$ cat src/rtl/core/kcd_pkg.sv
package kcd_pkg;

   localparam int MAX_NODES   = 1024;
   localparam int MAX_ENTRIES = 4096;
   localparam int NODE_W      = $clog2(MAX_NODES);
   localparam int ENTRY_W     = $clog2(MAX_ENTRIES);
   localparam int CNT_W       = ENTRY_W + 1;
   localparam int CFG_W       = NODE_W + 1;
   localparam int BKT_DEPTH   = MAX_ENTRIES + 1;
   localparam int BKT_W       = $clog2(BKT_DEPTH);
   localparam logic [CFG_W-1:0] NODE_COUNT_RESET = CFG_W'(MAX_NODES);

   localparam int STATE_W = 5;
   localparam logic [STATE_W-1:0] ST_IDLE    = 5'd0;
   localparam logic [STATE_W-1:0] ST_CLRDEG  = 5'd1;
   localparam logic [STATE_W-1:0] ST_DEG_A   = 5'd2;
   localparam logic [STATE_W-1:0] ST_DEG_B   = 5'd3;
   localparam logic [STATE_W-1:0] ST_DEG_C   = 5'd4;
   localparam logic [STATE_W-1:0] ST_OFF_A   = 5'd5;
   localparam logic [STATE_W-1:0] ST_OFF_B   = 5'd6;
   localparam logic [STATE_W-1:0] ST_FILL_A  = 5'd7;
   localparam logic [STATE_W-1:0] ST_FILL_B  = 5'd8;
   localparam logic [STATE_W-1:0] ST_FILL_C  = 5'd9;
   localparam logic [STATE_W-1:0] ST_BCLR    = 5'd10;
   localparam logic [STATE_W-1:0] ST_BCNT_A  = 5'd11;
   localparam logic [STATE_W-1:0] ST_BCNT_B  = 5'd12;
   localparam logic [STATE_W-1:0] ST_BCNT_C  = 5'd13;
   localparam logic [STATE_W-1:0] ST_BSCAN_A = 5'd14;
   localparam logic [STATE_W-1:0] ST_BSCAN_B = 5'd15;
   localparam logic [STATE_W-1:0] ST_PLACE_A = 5'd16;
   localparam logic [STATE_W-1:0] ST_PLACE_B = 5'd17;
   localparam logic [STATE_W-1:0] ST_PLACE_C = 5'd18;
   localparam logic [STATE_W-1:0] ST_SHIFT_A = 5'd19;
   localparam logic [STATE_W-1:0] ST_SHIFT_B = 5'd20;
   localparam logic [STATE_W-1:0] ST_PEEL_U  = 5'd21;
   localparam logic [STATE_W-1:0] ST_PEEL_D  = 5'd22;
   localparam logic [STATE_W-1:0] ST_PEEL_L  = 5'd23;
   localparam logic [STATE_W-1:0] ST_PEEL_J  = 5'd24;
   localparam logic [STATE_W-1:0] ST_PEEL_W  = 5'd25;
   localparam logic [STATE_W-1:0] ST_PEEL_X  = 5'd26;
   localparam logic [STATE_W-1:0] ST_PEEL_F  = 5'd27;
   localparam logic [STATE_W-1:0] ST_PEEL_S1 = 5'd28;
   localparam logic [STATE_W-1:0] ST_PEEL_S2 = 5'd29;
   localparam logic [STATE_W-1:0] ST_PEEL_C  = 5'd30;

   localparam logic KIND_EDGE  = 1'b0;
   localparam logic KIND_QUERY = 1'b1;

   typedef struct packed {
      logic [STATE_W-1:0] state;
      logic               load;
      logic               query;
      logic               q_load;
   } kcd_cmd_type;

   typedef struct packed {
      logic loop_end;
      logic nbr_higher;
   } kcd_status_type;

endpackage

$ cat src/rtl/core/kcd_ctrl.sv
module kcd_ctrl import kcd_pkg::*; (
   input  logic           clock,
   input  logic           reset,
   input  logic           req_valid,
   input  logic           req_kind,
   input  logic           req_last_edge,
   output logic           req_stall,
   output logic           rsp_valid,
   input  logic           rsp_stall,
   input  kcd_status_type status,
   output kcd_cmd_type    cmd
);

   logic [STATE_W-1:0] state_ff, state_in;
   logic               q_pend_ff, q_pend_in;
   logic               rsp_valid_ff, rsp_valid_in;
   logic               accept;

   assign req_stall = (state_ff != ST_IDLE) | q_pend_ff | (rsp_valid_ff & rsp_stall);
   assign accept    = req_valid & ~req_stall;
   assign rsp_valid = rsp_valid_ff;

   always_comb begin
      cmd.state  = state_ff;
      cmd.load   = accept & (req_kind == KIND_EDGE);
      cmd.query  = accept & (req_kind == KIND_QUERY);
      cmd.q_load = q_pend_ff;
   end

   always_comb begin
      q_pend_in    = cmd.query;
      rsp_valid_in = q_pend_ff | (rsp_valid_ff & rsp_stall);
   end

   always_comb begin
      state_in = state_ff;
      case (state_ff)
         ST_IDLE:    if (cmd.load && req_last_edge) state_in = ST_CLRDEG;
         ST_CLRDEG:  if (status.loop_end) state_in = ST_DEG_A;
         ST_DEG_A:   state_in = status.loop_end ? ST_OFF_A : ST_DEG_B;
         ST_DEG_B:   state_in = ST_DEG_C;
         ST_DEG_C:   state_in = ST_DEG_A;
         ST_OFF_A:   state_in = status.loop_end ? ST_FILL_A : ST_OFF_B;
         ST_OFF_B:   state_in = ST_OFF_A;
         ST_FILL_A:  state_in = status.loop_end ? ST_BCLR : ST_FILL_B;
         ST_FILL_B:  state_in = ST_FILL_C;
         ST_FILL_C:  state_in = ST_FILL_A;
         ST_BCLR:    if (status.loop_end) state_in = ST_BCNT_A;
         ST_BCNT_A:  state_in = status.loop_end ? ST_BSCAN_A : ST_BCNT_B;
         ST_BCNT_B:  state_in = ST_BCNT_C;
         ST_BCNT_C:  state_in = ST_BCNT_A;
         ST_BSCAN_A: state_in = status.loop_end ? ST_PLACE_A : ST_BSCAN_B;
         ST_BSCAN_B: state_in = ST_BSCAN_A;
         ST_PLACE_A: state_in = status.loop_end ? ST_SHIFT_A : ST_PLACE_B;
         ST_PLACE_B: state_in = ST_PLACE_C;
         ST_PLACE_C: state_in = ST_PLACE_A;
         ST_SHIFT_A: state_in = status.loop_end ? ST_PEEL_U : ST_SHIFT_B;
         ST_SHIFT_B: state_in = ST_SHIFT_A;
         ST_PEEL_U:  state_in = status.loop_end ? ST_IDLE : ST_PEEL_D;
         ST_PEEL_D:  state_in = ST_PEEL_L;
         ST_PEEL_L:  state_in = ST_PEEL_J;
         ST_PEEL_J:  state_in = status.loop_end ? ST_PEEL_C : ST_PEEL_W;
         ST_PEEL_W:  state_in = ST_PEEL_X;
         ST_PEEL_X:  state_in = status.nbr_higher ? ST_PEEL_F : ST_PEEL_J;
         ST_PEEL_F:  state_in = ST_PEEL_S1;
         ST_PEEL_S1: state_in = ST_PEEL_S2;
         ST_PEEL_S2: state_in = ST_PEEL_J;
         ST_PEEL_C:  state_in = ST_PEEL_U;
         default:    state_in = ST_IDLE;
      endcase
   end

   always_ff @(posedge clock) begin
      if (reset) begin
         state_ff     <= ST_IDLE;
         q_pend_ff    <= 1'b0;
         rsp_valid_ff <= 1'b0;
      end else begin
         state_ff     <= state_in;
         q_pend_ff    <= q_pend_in;
         rsp_valid_ff <= rsp_valid_in;
      end
   end

   a_busy_stalls: assert property (@(posedge clock) disable iff (reset)
      (state_ff != ST_IDLE) |-> req_stall)
      else $error("input taken while the run is busy");

   a_query_result: assert property (@(posedge clock) disable iff (reset)
      q_pend_ff |=> rsp_valid_ff)
      else $error("query read did not produce a result");

   a_query_idle: assert property (@(posedge clock) disable iff (reset)
      q_pend_ff |-> (state_ff == ST_IDLE) && !$past(state_ff != ST_IDLE))
      else $error("query pending during a run");

   a_run_start: assert property (@(posedge clock) disable iff (reset)
      (cmd.load && req_last_edge) |=> (state_ff == ST_CLRDEG))
      else $error("last entry did not start the run");

endmodule

$ cat config.mk
export PLATFORM = sky130hd
export DESIGN_NAME = kcd_ctrl
export DESIGN_NICKNAME = d
export VERILOG_FILES = /design/src/rtl/core/kcd_pkg.sv /design/src/rtl/core/kcd_ctrl.sv
export SDC_FILE = /design/constraint.sdc
export NUM_CORES = 1
export LEC_CHECK = 0
export BUFFER_PORTS_ARGS = -buffer_cell sky130_fd_sc_hd__buf_2
export CELL_PAD_IN_SITES_DETAIL_PLACEMENT = 1
export CELL_PAD_IN_SITES_GLOBAL_PLACEMENT = 1
export CORE_MARGIN = 2
export CORE_UTILIZATION = 30
export CTS_CLUSTER_DIAMETER = 40
export DETAILED_ROUTE_END_ITERATION = 8
export GPL_TIMING_DRIVEN = 0
export HOLD_SLACK_MARGIN = 0.08
export PLACE_DENSITY = 0.67
export SYNTH_ARGS = -nofsm -noshare
export SYNTH_HDL_FRONTEND = slang
export SYNTH_SLANG_ARGS = --single-unit
$ cat constraint.sdc
create_clock -name clock -period 3.35 [get_ports clock]
set_input_delay 0.67 -clock clock [delete_from_list [all_inputs] [get_ports clock]]
set_output_delay 0.67 -clock clock [all_outputs]
set_load 0.02 [all_outputs]
==> reports/results.ini <==
[hold_path]
hp-class = reg -> reg

[timing]
fin_hold_ws_ns = 0.509
tightest_slew_ns = 0.416
setup_tns_ns = 0
fmax_mhz = 420
rsz0062_at_grt = false
skew_ns = 0.00769
hold_violations = 0
layout_min_cycle_time_ns = 2.38
setup_violations = 0
maxSlewHeadroom_pct = 72.3
min_period_over_period_pct = 71.0
final_max_slew_viol_count = 0

[die]
die-width_um = 54.1
io_pins = 18
dieHeight_um = 54.1
start_util_pct = 30.9
core_area_um2 = 2430
num_rows = 18
die_area_um2 = 2920

[global_routing]
track_usage_pct = 20.6
grt_pass1_wl_um = 4280
grt_max_degree = 11
grt_overflow = 0
grt_pass1_vias = 894
antenna_found_initial = 0

[logic_synthesis]
yosys.area.top_type = dfxtp_1
ys_ff_latch = 7
async_flop_share_pct = 0
ys_seq_area_share_pct = 18.6
syn-num-nets = 111
ys_top_cells_by_area = dfxtp_1, a21oi_1, buf_2, nor2_1, nand2_1
synth_ff_type = dfxtp_1
yosys-top-cells-count = a21oi_1, nor2_1, buf_2, dfxtp_1, nand2_1
avgSynthCellArea_um2 = 7.30
synth_edf_count = 0
yosys_warnings = 0
synth_cells = 103
yosysMostFrequentCell = a21oi_1
synth.distinct_cells = 43
synth.top_cell.area_share_pct = 18.6
netlist_area_um2 = 752

[final_layout]
synthToLayoutAreaGrowth_pct = 19.8
num-fill-cells = 328
multi_input_area_um2 = 520
layout-drive-gt1-share_pct = 31.5
fin_nets = 133
n_antenna_cell = 0
seq_area_um2 = 140

[place]
gp_congestion = 0.847
hpwl_um = 1890
portBuffers = 17

[setup_path]
cp_max_fo = 10
worst-setup-path-type = reg -> out
required_ns = 2.68
start_kind = flop
crit_arrival_ns = 1.71
critPathCaptureType = output pin

[drt]
drt-pass1-iter-count = 4
detail-route-antenna-nets = 0
drt_iter0_drc = 9
vias_per_cell = 5.75
routedWlPerCell_um = 16.2
routed_wl_um = 2500
drcViolationCount = 0
vias = 886

[cts]
insertion_delay_ns = 0.26
post_cts_resized = 0
clk_pin_slew_ns = 0.05
cts_root_buf = clkbuf_4
cts_hold_buf = 0
cts_tree = done
cts.path.max_buffers = 2
cts_sinks = 7
postCtsSetupBuffers = 0
cts_made_buffers = 3
cts_max_level = 1

[pwr]
p_leak_nw = 0.376
peakVddDrop_v = 0.000222
power.density_nw_per_um2 = 241
power_mw = 0.217

[job]
max_cap_violations = 0

[run_status]
status = completed

[worst max-delay path: stages (launching register included)]
cell and delay, ns:
dfxtp_1 0.40, buf_2 0.24, nor2_1 0.24, nand3_1 0.19, nor3b_1 0.20, buf_2 0.19
[kinds of logic (layout without fill, tap and decap cells)]
family                 Yosys count  after routing  share of synthesized area, %
and+or+nand+nor                 46             46                          37.6
AOI/OAI and AO/OA               34             34                          31.6
buffers and inverters           16             37                          12.1
DFF                              7              7                          18.6
[flip-flops by register name (all words and copies together) (netlist names)]
register and count:
q_pend_ff 1, state_ff 5, rsp_valid 1
[per-stage QoR]
step	setup WS (ns)	cells	utilization (%)	area, um^2
2_1_floorplan	0.878	103	-	752
3_3_place_gp	1.02	150	36.0	875
3_5_place_dp	1.01	150	36.0	875
4_1_cts	0.951	154	37.0	901
5_1_grt	0.753	154	37.0	901
6_report	0.971	154	37.0	901
[routing by layer]
| layer | vias up | routed length (um) | global-route usage [%] |
|---|---|---|---|
| met3 | 5 | 79 | 2.78 |
| met2 | 23 | 1240 | 33.3 |
| li1 | 427 | - | - |
| met1 | 431 | 1140 | 26.5 |
| met4 | 0 | 49 | 10.4 |
| met5 | - | 0 | 0 |
[worst paths after layout]
kind | startpoint | end | slack [ns] | depth (start not counted)
setup / recovery | state_ff[3]$_SDFFE_PP0P_ | cmd[2] | 0.97 | 5
hold / removal | q_pend_ff$_SDFF_PP0_ | rsp_valid$_SDFF_PP0_ | 0.51 | 2
setup reg to reg | state_ff[3]$_SDFFE_PP0P_ | state_ff[0]$_SDFFE_PP0P_ | 1.67 | 5
hold reg to reg | q_pend_ff$_SDFF_PP0_ | rsp_valid$_SDFF_PP0_ | 0.51 | 2
[report_power, final]
part | switching, mW | internal, mW | leakage, nW
clock | 0.0316 | 0.0455 | 0.0150
combinational | 0.0320 | 0.0204 | 0.305
sequential | 0.00173 | 0.0856 | 0.0567
[cell usage in the layout, fill, tap and decap left out, types with 3 or more instances in the layout]
| master | count |
|---|---|
| inv_1 | 3 |
| clkbuf_4 | 3 |
| buf_2 | 24 |
| nand3_1 | 3 |
| nor2b_1 | 3 |
| dfxtp_1 | 7 |
| a21oi_1 | 10 |
| clkbuf_1 | 3 |
| a21o_1 | 3 |
| nor3_1 | 5 |
| nand2_1 | 7 |
| nor2_1 | 8 |
| o21ai_0 | 4 |
[final cells by class]
class | instances | area share, %
timing repair buffer | 17 | 9.44
clock buffer | 4 | 2.92
buffer | 13 | 8.89
sequential | 7 | 15.6
inverter | 3 | 1.25
tap | 30 | 4.17
multi-input combinational | 80 | 57.8
No activity file was read; power rests on OpenSTA's default activity.
